File: config.mk
export PLATFORM = sky130hd
export DESIGN_NAME = length_prefixed_frame_checker_unit
export DESIGN_NICKNAME = d
export VERILOG_FILES = /design/src/rtl/core/lpfc_pkg.sv /design/src/rtl/core/length_prefixed_frame_checker_unit.sv
export SDC_FILE = /design/constraint.sdc
export NUM_CORES = 1
export LEC_CHECK = 0
export ABC_CLOCK_PERIOD_IN_PS = 19340
export BUFFER_PORTS_ARGS = -buffer_cell sky130_fd_sc_hd__buf_2
export CAP_MARGIN = 20
export CORE_ASPECT_RATIO = 0.6
export CORE_MARGIN = 8
export CORE_UTILIZATION = 36
export DETAILED_ROUTE_END_ITERATION = 10
export MAX_ROUTING_LAYER = met4
export PLACE_DENSITY = 0.51
export SKIP_CTS_REPAIR_TIMING = 1
export SLEW_MARGIN = 20
export SYNTH_ARGS = -nofsm -noshare
export SYNTH_HDL_FRONTEND = slang
export SYNTH_SLANG_ARGS = --single-unit
File: constraint.sdc
create_clock -name clk -period 19.34 [get_ports clk]
set_input_delay 3.868 -clock clk [delete_from_list [all_inputs] [get_ports clk]]
set_output_delay 3.868 -clock clk [all_outputs]
set_load 0.05 [all_outputs]
File: src/rtl/core/lpfc_pkg.sv
package lpfc_pkg;

  // Default width of the payload byte counter
  localparam int PAYLOAD_COUNT_BITS_DEFAULT = 32;

  // Register widths and reset value
  localparam int CAPACITY_BITS = 17;
  localparam logic [CAPACITY_BITS-1:0] HEADER_CAPACITY_RESET = 17'd4096;

  // Key text length, including both quotes
  localparam logic [3:0] KEY_LEN = 4'd14;

  // Characters the scanner looks for
  localparam logic [7:0] CH_NUL   = 8'h00;
  localparam logic [7:0] CH_QUOTE = 8'h22;
  localparam logic [7:0] CH_COLON = 8'h3A;
  localparam logic [7:0] CH_PLUS  = 8'h2B;
  localparam logic [7:0] CH_MINUS = 8'h2D;
  localparam logic [7:0] CH_SPACE = 8'h20;
  localparam logic [7:0] CH_TAB   = 8'h09;
  localparam logic [7:0] CH_CR    = 8'h0D;
  localparam logic [7:0] CH_ZERO  = 8'h30;
  localparam logic [7:0] CH_NINE  = 8'h39;

  // Frame region; the encoding is the region code on the output
  typedef enum logic [1:0] {
    PH_PREFIX  = 2'd0,
    PH_HEADER  = 2'd1,
    PH_PAYLOAD = 2'd2
  } phase_t;

  // Header scanner state
  typedef enum logic [2:0] {
    SC_KEY     = 3'd0,
    SC_COLON   = 3'd1,
    SC_SPACE   = 3'd2,
    SC_SIGN    = 3'd3,
    SC_DIGITS  = 3'd4,
    SC_DONE    = 3'd5,
    SC_NOVALUE = 3'd6,
    SC_NOKEY   = 3'd7
  } scan_t;

  // Frame status reported on the last byte
  typedef enum logic [2:0] {
    ST_OK        = 3'd0,
    ST_SHORT     = 3'd1,
    ST_ZERO_LEN  = 3'd2,
    ST_TRUNCATED = 3'd3,
    ST_TOO_LARGE = 3'd4,
    ST_NO_KEY    = 3'd5,
    ST_NO_VALUE  = 3'd6,
    ST_MISMATCH  = 3'd7
  } status_t;

  typedef struct packed {
    logic [7:0] data_byte;
    logic       last_byte;
  } in_item_t;

  typedef struct packed {
    logic [7:0]  out_byte;
    logic [1:0]  region;
    logic        frame_end;
    logic [2:0]  status;
    logic [31:0] payload_length;
  } out_item_t;

  // Character of the quoted key at a match position
  function automatic logic [7:0] key_char(input logic [3:0] pos);
    logic [7:0] ch;
    unique case (pos)
      4'd0:    ch = CH_QUOTE;
      4'd1:    ch = 8'h70; // p
      4'd2:    ch = 8'h61; // a
      4'd3:    ch = 8'h79; // y
      4'd4:    ch = 8'h6C; // l
      4'd5:    ch = 8'h6F; // o
      4'd6:    ch = 8'h61; // a
      4'd7:    ch = 8'h64; // d
      4'd8:    ch = 8'h5F; // _
      4'd9:    ch = 8'h73; // s
      4'd10:   ch = 8'h69; // i
      4'd11:   ch = 8'h7A; // z
      4'd12:   ch = 8'h65; // e
      4'd13:   ch = CH_QUOTE;
      default: ch = 8'h00;
    endcase
    return ch;
  endfunction

  // Space, tab, newline, vertical tab, form feed, carriage return
  function automatic logic is_space(input logic [7:0] ch);
    return (ch == CH_SPACE) || ((ch >= CH_TAB) && (ch <= CH_CR));
  endfunction

endpackage

File: src/rtl/core/length_prefixed_frame_checker_unit.sv
// The result is registered: an accepted word sits in the input register, then the result register.
// One word per cycle when not stalled; all per-word work is a single combinational pass.
// The input stage accepts a new word while a finished result still waits downstream.
// Reset (rst, synchronous, active high) empties both stages, returns the frame to the
// length prefix with all counters and scanner state cleared, and sets header_capacity to 4096.
module length_prefixed_frame_checker_unit #(
  parameter int PAYLOAD_COUNT_BITS = lpfc_pkg::PAYLOAD_COUNT_BITS_DEFAULT
) (
  input  logic                                clk,
  input  logic                                rst,
  input  logic                                in_valid,
  output logic                                in_ready,
  input  lpfc_pkg::in_item_t                  in_data,
  output logic                                out_valid,
  input  logic                                out_ready,
  output lpfc_pkg::out_item_t                 out_data,
  input  logic                                cfg_valid,
  output logic                                cfg_ready,
  input  logic [lpfc_pkg::CAPACITY_BITS-1:0]  cfg_data
);

  // Configuration
  logic [lpfc_pkg::CAPACITY_BITS-1:0] header_capacity;

  // Input stage
  logic               stage_valid;
  lpfc_pkg::in_item_t stage_item;
  logic               advance;

  // Frame state
  lpfc_pkg::phase_t            phase, phase_next;
  logic [1:0]                  prefix_count, prefix_count_next;
  logic [31:0]                 header_length, header_length_next;
  logic [31:0]                 header_remaining, header_remaining_next;
  lpfc_pkg::scan_t             scan_phase, scan_phase_next;
  logic [3:0]                  key_match_position, key_match_position_next;
  logic [63:0]                 parsed_value, parsed_value_next;
  logic                        value_overflow, value_overflow_next;
  logic                        value_negative, value_negative_next;
  logic [PAYLOAD_COUNT_BITS-1:0] payload_count, payload_count_next;
  logic                        payload_count_saturated, payload_count_saturated_next;

  // Scanner helpers
  logic [7:0]  ch;
  logic        is_digit;
  logic [67:0] value_times_ten;
  logic [63:0] count_wide;

  // Result
  lpfc_pkg::status_t   status_now;
  lpfc_pkg::out_item_t result;

  assign cfg_ready = 1'b1;
  assign advance   = stage_valid && (!out_valid || out_ready);
  assign in_ready  = !stage_valid || advance;

  // Write the capacity register
  always_ff @(posedge clk) begin
    if (rst) begin
      header_capacity <= lpfc_pkg::HEADER_CAPACITY_RESET;
    end else if (cfg_valid && cfg_ready) begin
      header_capacity <= cfg_data;
    end
  end

  // Hold the accepted word until it moves on
  always_ff @(posedge clk) begin
    if (rst) begin
      stage_valid <= 1'b0;
    end else if (in_ready) begin
      stage_valid <= in_valid;
    end
  end

  always_ff @(posedge clk) begin
    if (in_valid && in_ready) begin
      stage_item <= in_data;
    end
  end

  assign ch       = stage_item.data_byte;
  assign is_digit = (ch >= lpfc_pkg::CH_ZERO) && (ch <= lpfc_pkg::CH_NINE);

  // Next value times ten plus digit; top bits flag overflow
  assign value_times_ten = ({4'b0, parsed_value} << 3) + ({4'b0, parsed_value} << 1)
                         + 68'(ch - lpfc_pkg::CH_ZERO);

  // Advance the frame and scanner state for one word
  always_comb begin
    phase_next                   = phase;
    prefix_count_next            = prefix_count;
    header_length_next           = header_length;
    header_remaining_next        = header_remaining;
    scan_phase_next              = scan_phase;
    key_match_position_next      = key_match_position;
    parsed_value_next            = parsed_value;
    value_overflow_next          = value_overflow;
    value_negative_next          = value_negative;
    payload_count_next           = payload_count;
    payload_count_saturated_next = payload_count_saturated;

    unique case (phase)
      lpfc_pkg::PH_PREFIX: begin
        header_length_next = {header_length[23:0], ch};
        prefix_count_next  = prefix_count + 2'd1;
        if (prefix_count == 2'd3) begin
          header_remaining_next = header_length_next;
          phase_next = (header_length_next == 32'd0) ? lpfc_pkg::PH_PAYLOAD
                                                     : lpfc_pkg::PH_HEADER;
        end
      end
      lpfc_pkg::PH_HEADER: begin
        // Scan the header text
        if (ch == lpfc_pkg::CH_NUL) begin
          unique case (scan_phase)
            lpfc_pkg::SC_KEY:    scan_phase_next = lpfc_pkg::SC_NOKEY;
            lpfc_pkg::SC_DIGITS: scan_phase_next = lpfc_pkg::SC_DONE;
            lpfc_pkg::SC_COLON,
            lpfc_pkg::SC_SPACE,
            lpfc_pkg::SC_SIGN:   scan_phase_next = lpfc_pkg::SC_NOVALUE;
            default:             scan_phase_next = scan_phase;
          endcase
        end else begin
          unique case (scan_phase)
            lpfc_pkg::SC_KEY: begin
              if ((key_match_position < lpfc_pkg::KEY_LEN) &&
                  (ch == lpfc_pkg::key_char(key_match_position))) begin
                key_match_position_next = key_match_position + 4'd1;
              end else begin
                key_match_position_next = (ch == lpfc_pkg::CH_QUOTE) ? 4'd1 : 4'd0;
              end
              if (key_match_position_next >= lpfc_pkg::KEY_LEN) begin
                scan_phase_next = lpfc_pkg::SC_COLON;
              end
            end
            lpfc_pkg::SC_COLON: begin
              if (ch == lpfc_pkg::CH_COLON) begin
                scan_phase_next = lpfc_pkg::SC_SPACE;
              end
            end
            lpfc_pkg::SC_SPACE,
            lpfc_pkg::SC_SIGN,
            lpfc_pkg::SC_DIGITS: begin
              if (is_digit) begin
                if (|value_times_ten[67:64]) begin
                  value_overflow_next = 1'b1;
                  parsed_value_next   = '1;
                end else begin
                  parsed_value_next = value_times_ten[63:0];
                end
                scan_phase_next = lpfc_pkg::SC_DIGITS;
              end else if (scan_phase == lpfc_pkg::SC_DIGITS) begin
                scan_phase_next = lpfc_pkg::SC_DONE;
              end else if (scan_phase == lpfc_pkg::SC_SPACE && lpfc_pkg::is_space(ch)) begin
                scan_phase_next = scan_phase;
              end else if (scan_phase == lpfc_pkg::SC_SPACE &&
                           (ch == lpfc_pkg::CH_PLUS || ch == lpfc_pkg::CH_MINUS)) begin
                value_negative_next = (ch == lpfc_pkg::CH_MINUS);
                scan_phase_next     = lpfc_pkg::SC_SIGN;
              end else begin
                scan_phase_next = lpfc_pkg::SC_NOVALUE;
              end
            end
            default: scan_phase_next = scan_phase;
          endcase
        end
        header_remaining_next = header_remaining - 32'd1;
        if (header_remaining_next == 32'd0) begin
          phase_next = lpfc_pkg::PH_PAYLOAD;
        end
      end
      default: begin
        // Count payload, saturating
        if (&payload_count) begin
          payload_count_saturated_next = 1'b1;
        end else begin
          payload_count_next = payload_count + PAYLOAD_COUNT_BITS'(1);
        end
      end
    endcase
  end

  assign count_wide = 64'(payload_count_next);

  // Judge the frame from the updated state and build the result
  always_comb begin
    priority if (phase_next == lpfc_pkg::PH_PREFIX) begin
      status_now = lpfc_pkg::ST_SHORT;
    end else if (header_length_next == 32'd0) begin
      status_now = lpfc_pkg::ST_ZERO_LEN;
    end else if (header_remaining_next != 32'd0) begin
      status_now = lpfc_pkg::ST_TRUNCATED;
    end else if (header_length_next >= 32'(header_capacity)) begin
      status_now = lpfc_pkg::ST_TOO_LARGE;
    end else if (scan_phase_next == lpfc_pkg::SC_KEY ||
                 scan_phase_next == lpfc_pkg::SC_NOKEY) begin
      status_now = lpfc_pkg::ST_NO_KEY;
    end else if (scan_phase_next != lpfc_pkg::SC_DIGITS &&
                 scan_phase_next != lpfc_pkg::SC_DONE) begin
      status_now = lpfc_pkg::ST_NO_VALUE;
    end else if (value_overflow_next || payload_count_saturated_next) begin
      status_now = lpfc_pkg::ST_MISMATCH;
    end else if (value_negative_next && parsed_value_next != 64'd0) begin
      status_now = lpfc_pkg::ST_MISMATCH;
    end else if (parsed_value_next != count_wide) begin
      status_now = lpfc_pkg::ST_MISMATCH;
    end else begin
      status_now = lpfc_pkg::ST_OK;
    end

    result.out_byte       = ch;
    result.region         = phase;
    result.frame_end      = stage_item.last_byte;
    result.status         = '0;
    result.payload_length = '0;
    if (stage_item.last_byte) begin
      result.status         = status_now;
      result.payload_length = (|count_wide[63:32]) ? 32'hFFFF_FFFF : count_wide[31:0];
    end
  end

  // Commit frame state; drop it back to reset values at frame end
  always_ff @(posedge clk) begin
    if (rst || (advance && stage_item.last_byte)) begin
      phase                   <= lpfc_pkg::PH_PREFIX;
      prefix_count            <= '0;
      header_length           <= '0;
      header_remaining        <= '0;
      scan_phase              <= lpfc_pkg::SC_KEY;
      key_match_position      <= '0;
      parsed_value            <= '0;
      value_overflow          <= 1'b0;
      value_negative          <= 1'b0;
      payload_count           <= '0;
      payload_count_saturated <= 1'b0;
    end else if (advance) begin
      phase                   <= phase_next;
      prefix_count            <= prefix_count_next;
      header_length           <= header_length_next;
      header_remaining        <= header_remaining_next;
      scan_phase              <= scan_phase_next;
      key_match_position      <= key_match_position_next;
      parsed_value            <= parsed_value_next;
      value_overflow          <= value_overflow_next;
      value_negative          <= value_negative_next;
      payload_count           <= payload_count_next;
      payload_count_saturated <= payload_count_saturated_next;
    end
  end

  // Result register
  always_ff @(posedge clk) begin
    if (rst) begin
      out_valid <= 1'b0;
    end else if (advance) begin
      out_valid <= 1'b1;
    end else if (out_ready) begin
      out_valid <= 1'b0;
    end
  end

  always_ff @(posedge clk) begin
    if (advance) begin
      out_data <= result;
    end
  end

`ifndef SYNTH
  // Status and length are zero except on the frame end word
  a_idle_fields : assert property (@(posedge clk) disable iff (rst)
    (out_valid && !out_data.frame_end) |-> (out_data.status == 3'd0 &&
                                            out_data.payload_length == 32'd0))
    else $error("status or length set on a non-final word");

  // Header phase always has bytes left to take
  a_header_left : assert property (@(posedge clk) disable iff (rst)
    (phase == lpfc_pkg::PH_HEADER) |-> (header_remaining != 32'd0))
    else $error("header phase with nothing remaining");

  // A frame end returns the frame to the length prefix
  a_frame_clear : assert property (@(posedge clk) disable iff (rst)
    (advance && stage_item.last_byte) |=> (phase == lpfc_pkg::PH_PREFIX &&
                                           prefix_count == 2'd0 &&
                                           payload_count == '0))
    else $error("frame state not cleared after frame end");

  // A waiting result is not overwritten
  a_result_hold : assert property (@(posedge clk) disable iff (rst)
    (out_valid && !out_ready) |-> !advance)
    else $error("result register overwritten while stalled");

  // Key match position stays within the key while searching
  a_key_range : assert property (@(posedge clk) disable iff (rst)
    (scan_phase == lpfc_pkg::SC_KEY) |-> (key_match_position < lpfc_pkg::KEY_LEN))
    else $error("key match position out of range");
`endif

endmodule
==> results.cfg <==
[timing]
worst_pin_slew_ns = 1.21
slew_viol_final = 0
fin_crit_sh = 0.433
skew_ns = 0.0458
finalSetupTns_ns = 0
hold_viol_final = 0
whs_ns = 0.454
clock.fmax_mhz = 119
finalSetupViolCount = 0
period_needed_ns = 8.38
rsz0062_at_grt = false
relSlewSlack = 0.180

[place]
portBuffers = 78
place_congestion = 0.964
dp_hpwl_um = 62400

[clocking]
clkLatencyLatePin_ns = 0.62
h-tree-depth = 1
cts_sinks = 255
tritoncts = built
cts-root-buf = clkbuf_16
max-clock-path-buffers = 3
path_clk_slew_ns = 0.06
cts_buffers = 30

[finish]
syn_to_final_growth_pct = 9.90
drive_above_1_share = 0.0925
fill_cells = 5747
register_area_um2 = 5660
finalNetCount = 2742
multi_input_area_um2 = 13900

[worst_setup_path]
cp.required_ns = 15.47
cp_top_family = buffers and inverters
reg2reg_depth = 20
critPathCapture = in_ready
critPathMaxStageDelay_ns = 0.22
r2r_start = ch[4]
cpMostUsedCell = buf_2
r2r-end = out_data[32]
cpMaxStageDelayCell = buf_2
cp.arrival_ns = 4.51
cp_max_fo = 4
crit_chain = buf_2 > nor2b_1 > nand2_1 > buf_2
crit_path_start_kind = input port
crit_type = input port to output port
r2r_slack_ns = 11.23
endpoint_kind = output port
crit_start = out_ready
cp.depth = 4
cp_num_buf_inv = 2

[logic_synthesis]
synth.avg_cell_area_um2 = 7.95
yosysUniqueCellTypes = 100
synth_area_um2 = 20400
synth_top_cell_area_share = 0.196
ys_seq_area_frac = 0.277
yosysTopAreaCell = dfxtp_1
yosysMostFrequentCell = nor2_1
synth_top_flop_cell = dfxtp_1
ys_ff_latch = 255
synth_commonest_cells = 295 x nor2_1, 278 x nand2_1, 232 x a21oi_1, 200 x dfxtp_1, 151 x o21ai_0
synth_nets = 2761
synthCells = 2567
synth_area_leaders = dfxtp_1 20%, edfxtp_1 8.1%, fa_1 6.2%, ha_1 6.1%, a21oi_1 5.7%
ys.warnings.count = 0
synth_edf_count = 55
async_reset_ff_frac = 0

[status]
status = completed

[drt]
drt_wl_total_um = 81400
via_count = 20500
drt_iter0_markers = 2477
drc = 0
detail-route-antenna-nets = 0
detail_route.wl_per_cell_um = 24.4
drt-vias-per-instance = 6.15
drt_first_pass_iters = 6

[floorplan]
top_level_ports = 80
die_w_um = 323
fp.dieH_um = 200
initial_utilization = 0.365
num_rows = 67
core_um2 = 55900
die_area_um2 = 64800

[power]
p_leak_nw = 8.53
power.density_nw_per_um2 = 62.3
vdd_drop_max_mv = 0.0731

[global_route]
grt_pass1_vias = 18400
antenna_found_initial = 3
overflow = 0
grt_pass1_wl_um = 122000
grt_max_degree = 84
grt_usage = 0.248

[flow_run]
max_cap_violations = 0

[min_path]
hold_class = flop to flop
-- cell type report --
cell class,instances,area share
Clock buffer,39,0.0377
Inverter,73,0.0123
Antenna cell,4,0.000446
Sequential cell,255,0.252
Clock inverter,17,0.00691
Multi-Input combinational cell,2074,0.619
Timing Repair Buffer,114,0.0294
Tap cell,759,0.0423
-- through the flow --
step | power (W) | setup slack [ns] | instance area, µm² | cells | utilization
CTS | 0.00141 | 10.95 | 22400 | 3331 | 0.401
global route | 0.00146 | 10.81 | 22400 | 3332 | 0.401
global placement | 0.000813 | 10.98 | 21400 | 3275 | 0.383
finish | 0.00140 | 10.96 | 22400 | 3335 | 0.401
floorplan | 0.000742 | 8.49 | 20400 | 2567 | -
detailed placement | 0.000815 | 10.95 | 21400 | 3275 | 0.383
-- kinds of logic after synthesis --
group | count (synthesis) | synth area share
muxes | 59 | 0.0297
and+or+nand+nor | 969 | 0.229
buffers and inverters | 238 | 0.0463
xor gates and xnor gates | 134 | 0.0592
DFF | 255 | 0.277
other | 1 | 0.000184
AOI/OAI and AO/OA | 748 | 0.235
adders and majority gates | 163 | 0.123
-- power by group --
| part | total (W) | switching [W] | internal [W] |
|---|---|---|---|
| Clock | 0.000588 | 0.000252 | 0.000335 |
| Sequential | 0.000573 | 0.0000156 | 0.000557 |
| Combinational | 0.000237 | 0.000162 | 0.0000744 |
-- placed cells by master, fill, tap and decap left out, drive strengths merged, types with 12 or more instances in the layout --
master,instances
a211oi,36
a21o,21
a21oi,232
a221oi,17
a31oi,49
and2,19
and3,20
buf,114
clkbuf,39
clkinv,13
dfxtp,200
edfxtp,55
fa,63
ha,100
inv,74
mux2,13
mux2i,46
nand2,278
nand3,54
nand4,58
nor2,296
nor3,71
nor4,45
o211ai,14
o21a,12
o21ai,169
o221a,15
o22a,13
o22ai,35
or2,13
or3,39
or4,16
xnor2,74
xor2,58
-- sequential cells by signal, indices dropped and copies added (netlist names), 3 cells and up, named ones only --
register            count
parsed_value           64
out_data               46
header_length          32
header_remaining       32
payload_count          32
header_capacity        17
ch                      8
key_match_position      4
scan_phase              3
-- tightest hold or removal path: stages, from the launching register on --
cell and delay, ns:
dfxtp_1 0.31, nand2_1 0.05, a21oi_1 0.05
-- layer usage --
metal | track usage | wire length (µm) | up-vias
met4 | 0.0414 | 1290 | 0
met5 | - | 0 | -
met2 | 0.294 | 28800 | 1079
met1 | 0.404 | 41300 | 9920
li1 | - | - | 9420
met3 | 0.0634 | 10100 | 89
-- worst min-delay path by stage --
stage | end | slack, ns | startpoint | depth (start not counted)
after floorplan | out_data[44] | 0.42 | ch[6] | 0
after global placement | header_length[30] | 0.45 | header_length[30] | 2
after detailed placement | header_length[30] | 0.45 | header_length[30] | 2
after CTS | header_length[30] | 0.46 | header_length[30] | 2
after global routing | prefix_count[1] | 0.48 | prefix_count[1] | 2
final | header_length[30] | 0.45 | header_length[30] | 2
Note: power is estimated with default switching activity, not from simulation.
